$ cat src/cfss_pkg.sv
`default_nettype none

package cfss_pkg;

    // Window depth and position counter width
    localparam int PATTERN_MAX   = 16;
    localparam int POSITION_BITS = 16;

    // Fixed field widths
    localparam int BYTE_BITS     = 8;
    localparam int LEN_BITS      = 5;
    localparam int MATCH_BITS    = 16;
    localparam int PAT_IDX_BITS  = 4;
    localparam int PAT_BITS      = 128;
    localparam int CFG_BITS      = 64;
    localparam int CFG_IDX_BITS  = 2;
    localparam int M_TDATA_BITS  = 24;

    // ASCII folding constants
    localparam logic [BYTE_BITS-1:0] CHAR_UPPER_A = 8'h41;
    localparam logic [BYTE_BITS-1:0] CHAR_UPPER_Z = 8'h5A;
    localparam logic [BYTE_BITS-1:0] CASE_BIT     = 8'h20;

    // Configuration register indexes
    typedef enum logic [CFG_IDX_BITS-1:0] {
        REG_PATTERN_LOW    = 2'd0,
        REG_PATTERN_HIGH   = 2'd1,
        REG_PATTERN_LENGTH = 2'd2
    } cfg_reg_t;

    // Per-cycle control broadcast to every window cell
    typedef struct packed {
        logic clear;
        logic shift;
    } cell_ctrl_t;

    // Fold A-Z to lower case, leave everything else alone
    function automatic logic [BYTE_BITS-1:0] fold_byte(input logic [BYTE_BITS-1:0] c);
        logic [BYTE_BITS-1:0] r;
        r = c;
        if ((c >= CHAR_UPPER_A) && (c <= CHAR_UPPER_Z)) begin
            r = c | CASE_BIT;
        end
        return r;
    endfunction

endpackage

`default_nettype wire

$ cat src/case_folding_substring_search.sv
`default_nettype none

// Case-insensitive substring search. Text bytes stream in on s_ (tlast marks
// the last byte of a string); the user must set the pattern and length (1..16,
// 0 acts as 1) via cfg while the block is idle; the block does not enforce it.
// Each string yields exactly one result beat on m_: found with the start of
// the first match once it completes, or not found after the last byte. The
// block takes one byte per cycle while m_ is not stalled; a row of window
// cells compares all pattern positions in parallel, and the result sits in a
// single output register in the cycle after the deciding byte. Positions
// saturate at 65535 and set position_overflow for the rest of that string.
module case_folding_substring_search (
    input  wire                                  aclk,
    input  wire                                  aresetn,
    // tdata: text_byte[7:0]
    input  wire  [cfss_pkg::BYTE_BITS-1:0]       s_tdata,
    input  wire                                  s_tlast,
    input  wire                                  s_tvalid,
    output logic                                 s_tready,
    // tdata: found[0], match_start[16:1], position_overflow[17], zero[23:18]
    output logic [cfss_pkg::M_TDATA_BITS-1:0]    m_tdata,
    output logic                                 m_tvalid,
    input  wire                                  m_tready,
    input  wire                                  cfg_valid,
    output logic                                 cfg_ready,
    input  wire  [cfss_pkg::CFG_IDX_BITS-1:0]    cfg_index,
    input  wire  [cfss_pkg::CFG_BITS-1:0]        cfg_data
);
    import cfss_pkg::*;

    localparam logic [POSITION_BITS-1:0] POS_MAX = '1;
    localparam int EXT_BITS = POSITION_BITS + MATCH_BITS;
    localparam logic [EXT_BITS-1:0] START_LIMIT = EXT_BITS'({MATCH_BITS{1'b1}});

    // Configuration registers
    logic [PAT_BITS-1:0]  pattern_reg, pattern_next;
    logic [LEN_BITS-1:0]  length_reg, length_next;

    // String state
    logic [POSITION_BITS-1:0] pos_reg, pos_next;
    logic                     reported_reg, reported_next;
    logic                     overflow_reg, overflow_next;

    // Output stage
    logic                     m_valid_reg, m_valid_next;
    logic [M_TDATA_BITS-1:0]  m_data_reg, m_data_next;

    logic                     accept;
    logic                     emit;
    logic                     hit;
    logic                     long_enough;
    logic [LEN_BITS-1:0]      eff_len;
    logic [LEN_BITS-1:0]      eff_len_m1;
    logic [POSITION_BITS-1:0] start_full;
    logic [EXT_BITS-1:0]      start_ext;
    logic [MATCH_BITS-1:0]    start_sat;
    cell_ctrl_t               cell_ctrl;

    logic [BYTE_BITS-1:0]     chain [PATTERN_MAX+1];
    logic [PATTERN_MAX-1:0]   cell_match;

    // Handshakes
    assign cfg_ready = 1'b1;
    assign s_tready  = !m_valid_reg || m_tready;
    assign accept    = s_tvalid && s_tready;
    assign m_tvalid  = m_valid_reg;
    assign m_tdata   = m_data_reg;

    // Clamp the configured length to 1..PATTERN_MAX
    always_comb begin
        if (length_reg == '0) begin
            eff_len = LEN_BITS'(1);
        end else if (length_reg > LEN_BITS'(PATTERN_MAX)) begin
            eff_len = LEN_BITS'(PATTERN_MAX);
        end else begin
            eff_len = length_reg;
        end
    end
    assign eff_len_m1 = eff_len - LEN_BITS'(1);

    assign cell_ctrl.clear = accept && s_tlast;
    assign cell_ctrl.shift = accept && !reported_reg;

    // Row of window cells, newest byte enters at cell 0
    assign chain[0] = fold_byte(s_tdata);

    for (genvar j = 0; j < PATTERN_MAX; j++) begin : g_cell
        logic [LEN_BITS-1:0] pat_idx;
        logic [BYTE_BITS-1:0] cell_pat;
        logic cell_in_use;

        // Cell j lines up with pattern byte (length - 1 - j)
        assign pat_idx     = eff_len_m1 - LEN_BITS'(j);
        assign cell_pat    = pattern_reg[{pat_idx[PAT_IDX_BITS-1:0], 3'b000} +: BYTE_BITS];
        assign cell_in_use = LEN_BITS'(j) < eff_len;

        cfss_cell u_cell (
            .aclk     (aclk),
            .aresetn  (aresetn),
            .ctrl     (cell_ctrl),
            .byte_in  (chain[j]),
            .pat_byte (cell_pat),
            .in_use   (cell_in_use),
            .byte_out (chain[j+1]),
            .match    (cell_match[j])
        );
    end

    // Match decision and start position
    assign long_enough = pos_reg >= POSITION_BITS'(eff_len_m1);
    assign hit         = (&cell_match) && long_enough;
    assign start_full  = pos_reg - POSITION_BITS'(eff_len_m1);
    assign start_ext   = EXT_BITS'(start_full);
    assign start_sat   = (start_ext > START_LIMIT) ? {MATCH_BITS{1'b1}}
                                                   : start_ext[MATCH_BITS-1:0];
    assign emit        = accept && !reported_reg && (hit || s_tlast);

    // Configuration writes
    always_comb begin
        pattern_next = pattern_reg;
        length_next  = length_reg;
        if (cfg_valid && cfg_ready) begin
            unique case (cfg_reg_t'(cfg_index))
                REG_PATTERN_LOW:    pattern_next[CFG_BITS-1:0] = cfg_data;
                REG_PATTERN_HIGH:   pattern_next[PAT_BITS-1:CFG_BITS] = cfg_data;
                REG_PATTERN_LENGTH: length_next = cfg_data[LEN_BITS-1:0];
                default: ;
            endcase
        end
    end

    // Position, match flag and overflow per string
    always_comb begin
        pos_next      = pos_reg;
        reported_next = reported_reg;
        overflow_next = overflow_reg;
        if (accept) begin
            priority if (s_tlast) begin
                pos_next      = '0;
                reported_next = 1'b0;
                overflow_next = 1'b0;
            end else begin
                if (emit && hit) begin
                    reported_next = 1'b1;
                end
                if (pos_reg == POS_MAX) begin
                    overflow_next = 1'b1;
                end else begin
                    pos_next = pos_reg + POSITION_BITS'(1);
                end
            end
        end
    end

    // Result register
    always_comb begin
        m_valid_next = m_valid_reg;
        m_data_next  = m_data_reg;
        priority if (emit) begin
            m_valid_next = 1'b1;
            m_data_next  = M_TDATA_BITS'({overflow_reg,
                                          hit ? start_sat : {MATCH_BITS{1'b0}},
                                          hit});
        end else if (m_tready) begin
            m_valid_next = 1'b0;
        end
    end

    always_ff @(posedge aclk) begin
        if (!aresetn) begin
            pattern_reg  <= '0;
            length_reg   <= LEN_BITS'(1);
            pos_reg      <= '0;
            reported_reg <= 1'b0;
            overflow_reg <= 1'b0;
            m_valid_reg  <= 1'b0;
        end else begin
            pattern_reg  <= pattern_next;
            length_reg   <= length_next;
            pos_reg      <= pos_next;
            reported_reg <= reported_next;
            overflow_reg <= overflow_next;
            m_valid_reg  <= m_valid_next;
        end
    end

    always_ff @(posedge aclk) begin
        m_data_reg <= m_data_next;
    end

`ifndef SYNTHESIS
    // A result only loads when the output register is free or draining
    assert property (@(posedge aclk) disable iff (!aresetn)
        emit |-> (!m_valid_reg || m_tready))
        else $error("result loaded over a pending beat");

    // Overflow is only flagged while the position sits at its maximum
    assert property (@(posedge aclk) disable iff (!aresetn)
        overflow_reg |-> (pos_reg == POS_MAX))
        else $error("overflow flag without saturated position");

    // A last beat returns the string state to its reset values
    assert property (@(posedge aclk) disable iff (!aresetn)
        (accept && s_tlast) |=> (pos_reg == '0) && !reported_reg && !overflow_reg)
        else $error("string state not cleared after last beat");

    // A match inside a string blocks further results until it ends
    assert property (@(posedge aclk) disable iff (!aresetn)
        (emit && hit && !s_tlast) |=> reported_reg && m_valid_reg)
        else $error("match not recorded");
`endif

endmodule

`default_nettype wire

$ cat src/cfss_cell.sv
`default_nettype none

module cfss_cell (
    input  wire                              aclk,
    input  wire                              aresetn,
    input  cfss_pkg::cell_ctrl_t             ctrl,
    input  wire  [cfss_pkg::BYTE_BITS-1:0]   byte_in,
    input  wire  [cfss_pkg::BYTE_BITS-1:0]   pat_byte,
    input  wire                              in_use,
    output logic [cfss_pkg::BYTE_BITS-1:0]   byte_out,
    output logic                             match
);
    import cfss_pkg::*;

    logic [BYTE_BITS-1:0] cell_byte_reg;
    logic [BYTE_BITS-1:0] cell_byte_next;

    // Compare the byte this cell takes on the current beat
    assign match    = (byte_in == pat_byte) || !in_use;
    assign byte_out = cell_byte_reg;

    // End of string clears, otherwise shift from the neighbor
    always_comb begin
        cell_byte_next = cell_byte_reg;
        priority if (ctrl.clear) begin
            cell_byte_next = '0;
        end else if (ctrl.shift) begin
            cell_byte_next = byte_in;
        end
    end

    always_ff @(posedge aclk) begin
        if (!aresetn) begin
            cell_byte_reg <= '0;
        end else begin
            cell_byte_reg <= cell_byte_next;
        end
    end

endmodule

`default_nettype wire
$ cat config.mk
export PLATFORM = sky130hd
export DESIGN_NAME = case_folding_substring_search
export DESIGN_NICKNAME = d
export VERILOG_FILES = /design/src/cfss_pkg.sv /design/src/case_folding_substring_search.sv /design/src/cfss_cell.sv
export SDC_FILE = /design/constraint.sdc
export NUM_CORES = 1
export LEC_CHECK = 0
export BUFFER_PORTS_ARGS = -buffer_cell sky130_fd_sc_hd__clkbuf_2
export CORE_AREA = 3 3 181 359
export CTS_BUF_LIST = sky130_fd_sc_hd__clkbuf_2
export DETAILED_ROUTE_END_ITERATION = 12
export DIE_AREA = 0 0 184 362
export HOLD_SLACK_MARGIN = 0.08
export SLEW_MARGIN = 30
export SYNTH_ARGS = -nofsm -noshare
export SYNTH_HDL_FRONTEND = slang
export SYNTH_SLANG_ARGS = --single-unit
$ cat constraint.sdc
create_clock -name aclk -period 13.6 [get_ports aclk]
set_input_delay 2.72 -clock aclk [delete_from_list [all_inputs] [get_ports aclk]]
set_output_delay 2.72 -clock aclk [all_outputs]
set_load 0.02 [all_outputs]
==> results of run 1 <==
routing by layer:
| metal | part of all wire | track usage | wire length [µm] |
|---|---|---|---|
| met4 | 0.11 | 0.218 | 9390 |
| met1 | 0.34 | 0.249 | 28000 |
| met5 | 0 | 0 | 0 |
| met2 | 0.48 | 0.410 | 39600 |
| met3 | 0.060 | 0.0503 | 4910 |
power by group:
group / leakage (µW) / internal (µW) / switching [µW] / total (µW)
Clock: 0.000511 / 241 / 386 / 627
Combinational: 0.00519 / 160 / 264 / 424
Sequential: 0.00237 / 875 / 30.2 / 905
synth_stat cells (17+ instances only):
cell type  number  area [µm²]
inv_1          17        63.8
and3_1         18         113
nand2_1       631        2370
a31oi_1        18         113
a21boi_0      128         961
nor2_1         53         199
nand3_1        31         155
mux2i_1       277        2770
clkbuf_1      124         465
a22oi_1        37         278
a21oi_1       157         786
buf_2          20         100
nor3_1         18        90.1
xor2_1         85         744
mux2_2         44         495
mux4_2        104        2340
nand4_1        22         138
dfxtp_1       272        5450
o21ai_0        37         185
edfxtp_1       18         541
buf_1          30         113
xnor2_1        71         622
cells by family (layout without fill, tap and decap cells):
kind of cell,Yosys count,after routing,share of synthesized area
AND/OR/NAND/NOR,827,827,0.168
AO/OA/AOI/OAI,441,441,0.140
multiplexers,425,425,0.273
flip-flops,290,290,0.292
buffers and inverters,216,285,0.0445
XOR/XNOR,160,160,0.0703
adder cells (fa/ha/maj),20,20,0.0121
other,2,13,0.000366
layout make-up:
type	count	area [µm²]	area share
inverter	26	104	0.00467
clock buffer	102	510	0.0229
antenna	6	15.0	0.000675
timing repair buffer	133	757	0.0340
multi-input combinational	1880	13700	0.617
sequential	290	5990	0.269
clock inverter	24	160	0.00720
tap	786	983	0.0442
how the worst max path moves through the flow:
stage	from	to	slack, ns
2_1_floorplan	length_reg[2]	m_tdata[0]	6.16
3_3_place_gp	length_reg[3]	m_tdata[0]	5.90
3_5_place_dp	length_reg[3]	m_tdata[5]	5.73
4_1_cts	length_reg[3]	m_tdata[5]	5.64
5_1_grt	length_reg[4]	m_tdata[5]	5.56
6_report	length_reg[3]	m_tdata[5]	6.03
worst max-delay path, stage by stage, from the launching register on:
cell and delay, ns:
dfxtp_1 0.33, buf_4 0.20, or4_1 0.69, nand2_8 0.50, inv_6 0.39, ha_1 0.40
xnor2_4 0.39, ha_1 0.23, nand3_1 0.10, a311oi_1 0.66, nor2_1 0.08, buf_4 0.24
mux4_2 0.31, xor2_1 0.18, nor4_1 0.26, nand3_1 0.17, o41a_1 0.40, a2111oi_0 0.41
nand4b_1 0.14, buf_4 0.23, a21oi_2 0.70
per-stage QoR:
step                utilization  cells  hold slack (ns)  total power, µW  area, µm²
floorplan                     -   2386            0.409             1200      20600
global placement          0.346   3115            0.423             1330      21500
detailed placement        0.346   3115            0.443             1340      21500
CTS                       0.356   3241            0.470             1970      22200
global route              0.357   3246            0.471             2040      22200
finish                    0.357   3247            0.453             1960      22200
==> impl_metrics.ini, run 1 <==
[clocking]
cts_root_buf = clkbuf_2
cts_buffer_depth = 3
cts_tree = yes
cts_sinks = 290
ctsResizeCount = 0
clk_latency_ns = 1.19
path_clk_slew_ns = 0.16
numCtsBuffers = 70
hold_buffers = 0
postCtsSetupRepairBufs = 0
h-tree-depth = 3

[yosys]
yosys_warnings = 0
syn_area_um2 = 20500
synth-edff-count = 18
ys_async_sr_fraction = 0
netlist_instances = 2381
synthFlopType = dfxtp_1
ys_types = 73
syn_area_per_cell_um2 = 8.62
ys_seq_elements = 290
synth-seq-area-share = 0.292

[detailed_routing]
vias = 18700
wl_um = 81800
drt_iter0_markers = 1913
ant_nets = 0
wl_per_cell_um = 25.2
vias_per_cell = 5.75
post-route-drc-count = 0
first_pass_iters = 6

[sta]
drv_slew = 0
fin_crit_sh = 0.556
tns_ns = 0
rsz0062_at_grt = no
slew_headroom = 0.247
max_freq_ghz = 0.132
finalSetupViolCount = 0
layout_setup_ws_ns = 6.03
tightestPinTransition_ns = 1.12
final.min_clock_period_ns = 7.57
finalHoldViolCount = 0
fin_skew_ns = 0.0891

[placement]
gp_congestion = 1.07
place_hpwl_um = 62800
portBuffers = 99
place_ws_ns = 5.73

[setup_path]
cp.required_ns = 14.34
rrSetupSlack_ns = 6.03
cp-start-kind = flip-flop
worst_ep_arrival_time_ns = 8.31
criticalPathCategory = flip-flop to flip-flop
timing.rr.start = length_reg[3]
r2r_end = m_tdata[5]
crit_fanout = 68
end_kind = flip-flop
r2r_cells = 20

[min_path]
min-delay-start = g_cell[3].u_cell.byte_out[3]
min_to = g_cell[4].u_cell.byte_out[3]
min_path_type = flip-flop to flip-flop
hold_depth = 2

[floorplanning]
pin_count = 107
rows = 129
die_w_um = 184
die_area_um2 = 66600
start_util = 0.330
core_um2 = 62300
fp.dieH_um = 362

[power_and_ir_drop]
irDropWorstVdd_mv = 0.0631
p_per_area_nw_per_um2 = 87.9
leakage_uw = 0.00807

[global_routing]
grt_max_degree = 81
grt-ovfl-total = 0
track_usage = 0.242
grt_pass1_vias = 18300
grt_pass1_wl_um = 120000
antenna_found_initial = 2

[final_layout]
fin_nets = 2497
area_delta_synth_final_pct = 8.36
drive_above_1_share = 0.178
final_cell_mix = 630 x nand2_1, 276 x mux2i_1, 271 x dfxtp_1
final_common_cell = nand2_1
fillers = 6437
largest_reg_flops = 128

[flow_run]
max_cap_violations = 0

[status]
status = finished, final reports clean
No activity file was read; power rests on OpenSTA's default activity.
==> inputs of run 2 (changes only) <==
clock period = 7.4 ns   (was 13.6 ns; I/O delays follow)
==> impl_metrics.ini, run 2 (same netlist as run 1, synthesis figures left out) <==
[detailed_routing]
ant_nets = 0
drt_iter0_markers = 1701
post-route-drc-count = 0
wl_um = 77900
vias = 18500
vias_per_cell = 5.72
first_pass_iters = 6
wl_per_cell_um = 24.0

[final_layout]
drive_above_1_share = 0.178
final_cell_mix = 630 x nand2_1, 277 x mux2i_1, 271 x dfxtp_1
fin_nets = 2504
area_delta_synth_final_pct = 8.45
largest_reg_flops = 128
final_common_cell = nand2_1
fillers = 6494

[flow_run]
max_cap_violations = 0

[global_routing]
grt_pass1_vias = 18400
use_met3 = 0.0370
grt-ovfl-total = 0
antenna_found_initial = 2
track_usage = 0.230
grt_pass1_wl_um = 116000
grt_max_degree = 125
use_met2 = 0.396
grt_use_met1 = 0.245
grt.busiest_layer = met2

[clocking]
hold_buffers = 0
clk_latency_ns = 1.14
ctsResizeCount = 0
cts_sinks = 290
cts_buffer_depth = 3
cts_root_buf = clkbuf_2
postCtsSetupRepairBufs = 0
numCtsBuffers = 71
cts_tree = yes
h-tree-depth = 3
path_clk_slew_ns = 0.14

[sta]
rsz0062_at_grt = no
finalHoldViolCount = 0
drv_slew = 0
finalSetupViolCount = 0
fin_skew_ns = 0.0474
slew_headroom = 0.370
max_freq_ghz = 0.145
fin_crit_sh = 0.932
timing.hold.ws_ns = 0.459
tns_ns = 0
final.min_clock_period_ns = 6.89
tightestPinTransition_ns = 0.945

[setup_path]
end_kind = flip-flop
cp-start-kind = flip-flop
worst_ep_arrival_time_ns = 7.65
timing.rr.start = length_reg[2]
r2r_cells = 18
cp.required_ns = 8.16
crit_fanout = 20
r2r_end = m_tdata[5]
criticalPathCategory = flip-flop to flip-flop
rrSetupSlack_ns = 0.51

[floorplanning]
fp.dieH_um = 362
die_area_um2 = 66600
rows = 129
pin_count = 107
die_w_um = 184
start_util = 0.330
core_um2 = 62300

[placement]
place_hpwl_um = 60300
gp_congestion = 0.985
portBuffers = 99

[power_and_ir_drop]
p_total_uw = 3540
leakage_uw = 0.00809
p_per_area_nw_per_um2 = 159
irDropWorstVdd_mv = 0.109

[min_path]
hold_depth = 0
min_path_type = flip-flop to flip-flop
min-delay-start = overflow_reg
min_to = m_tdata[17]

[status]
status = finished, final reports clean
[run 2: cell types whose count changed in the layout (fill, tap and decap cells not counted), moves of 2 or more]
cell,previous run,this run
clkinv_2,12,5
buf_4,34,38
clkbuf_2,200,203
buf_12,0,2
diode_2,6,4
xnor2_2,3,1
[run 2: power breakdown]
group          switching (µW)  internal (µW)  total (µW)
clock network             687            408        1100
logic                     482            299         781
registers                55.3           1610        1660
total                    1220           2310        3540
[run 2: layout make-up]
class	count	area (µm²)	share of cell area
Multi-Input combinational cell	1880	13700	0.616
Clock inverter	15	87.6	0.00393
Inverter	26	104	0.00466
Antenna cell	4	10.0	0.000450
Tap cell	786	983	0.0442
Clock buffer	105	526	0.0236
Timing Repair Buffer	139	843	0.0379
Sequential cell	290	5990	0.269
[run 2: worst max path at each step]
stage                     slack, ns         end          start  depth (start not counted)
after global placement         0.99  m_tdata[4]  length_reg[1]                         18
after global routing           0.36  m_tdata[5]  length_reg[2]                         18
after CTS                      0.89  m_tdata[5]  length_reg[2]                         18
final                          0.51  m_tdata[5]  length_reg[2]                         18
after detailed placement       0.94  m_tdata[4]  length_reg[1]                         18
after floorplan                0.36  m_tdata[0]  length_reg[2]                         25
[run 2: worst max-delay path, stage by stage, from the launching register on]
cell and delay, ns:
dfxtp_2 0.35, or4_1 0.66, nand2_4 0.17, ha_2 0.45, inv_2 0.29, ha_1 0.21, nand3_1 0.10, a311oi_1 0.63
nor2_1 0.08, buf_4 0.24, mux2i_1 0.17, xor2_1 0.16, nor3_1 0.64, nand3_1 0.23, o41a_1 0.40, a2111oi_0 0.47
nand4b_1 0.18, buf_4 0.25, a21oi_2 0.74
[run 2: routing by layer]
| layer | routed length (µm) | up-vias |
|---|---|---|
| met5 | 0 | - |
| met4 | 7480 | 0 |
| met2 | 38400 | 834 |
| li1 | - | 8492 |
| met1 | 28000 | 8974 |
| met3 | 4000 | 248 |
[run 2: stage by stage]
| step | util | setup WS, ns | std cells | instance area (µm²) |
|---|---|---|---|---|
| after floorplan | - | 0.358 | 2386 | 20600 |
| after global placement | 0.347 | 0.989 | 3120 | 21600 |
| after detailed placement | 0.347 | 0.942 | 3121 | 21600 |
| after CTS | 0.357 | 0.888 | 3241 | 22200 |
| after global routing | 0.357 | 0.360 | 3244 | 22300 |
| final | 0.357 | 0.506 | 3245 | 22300 |
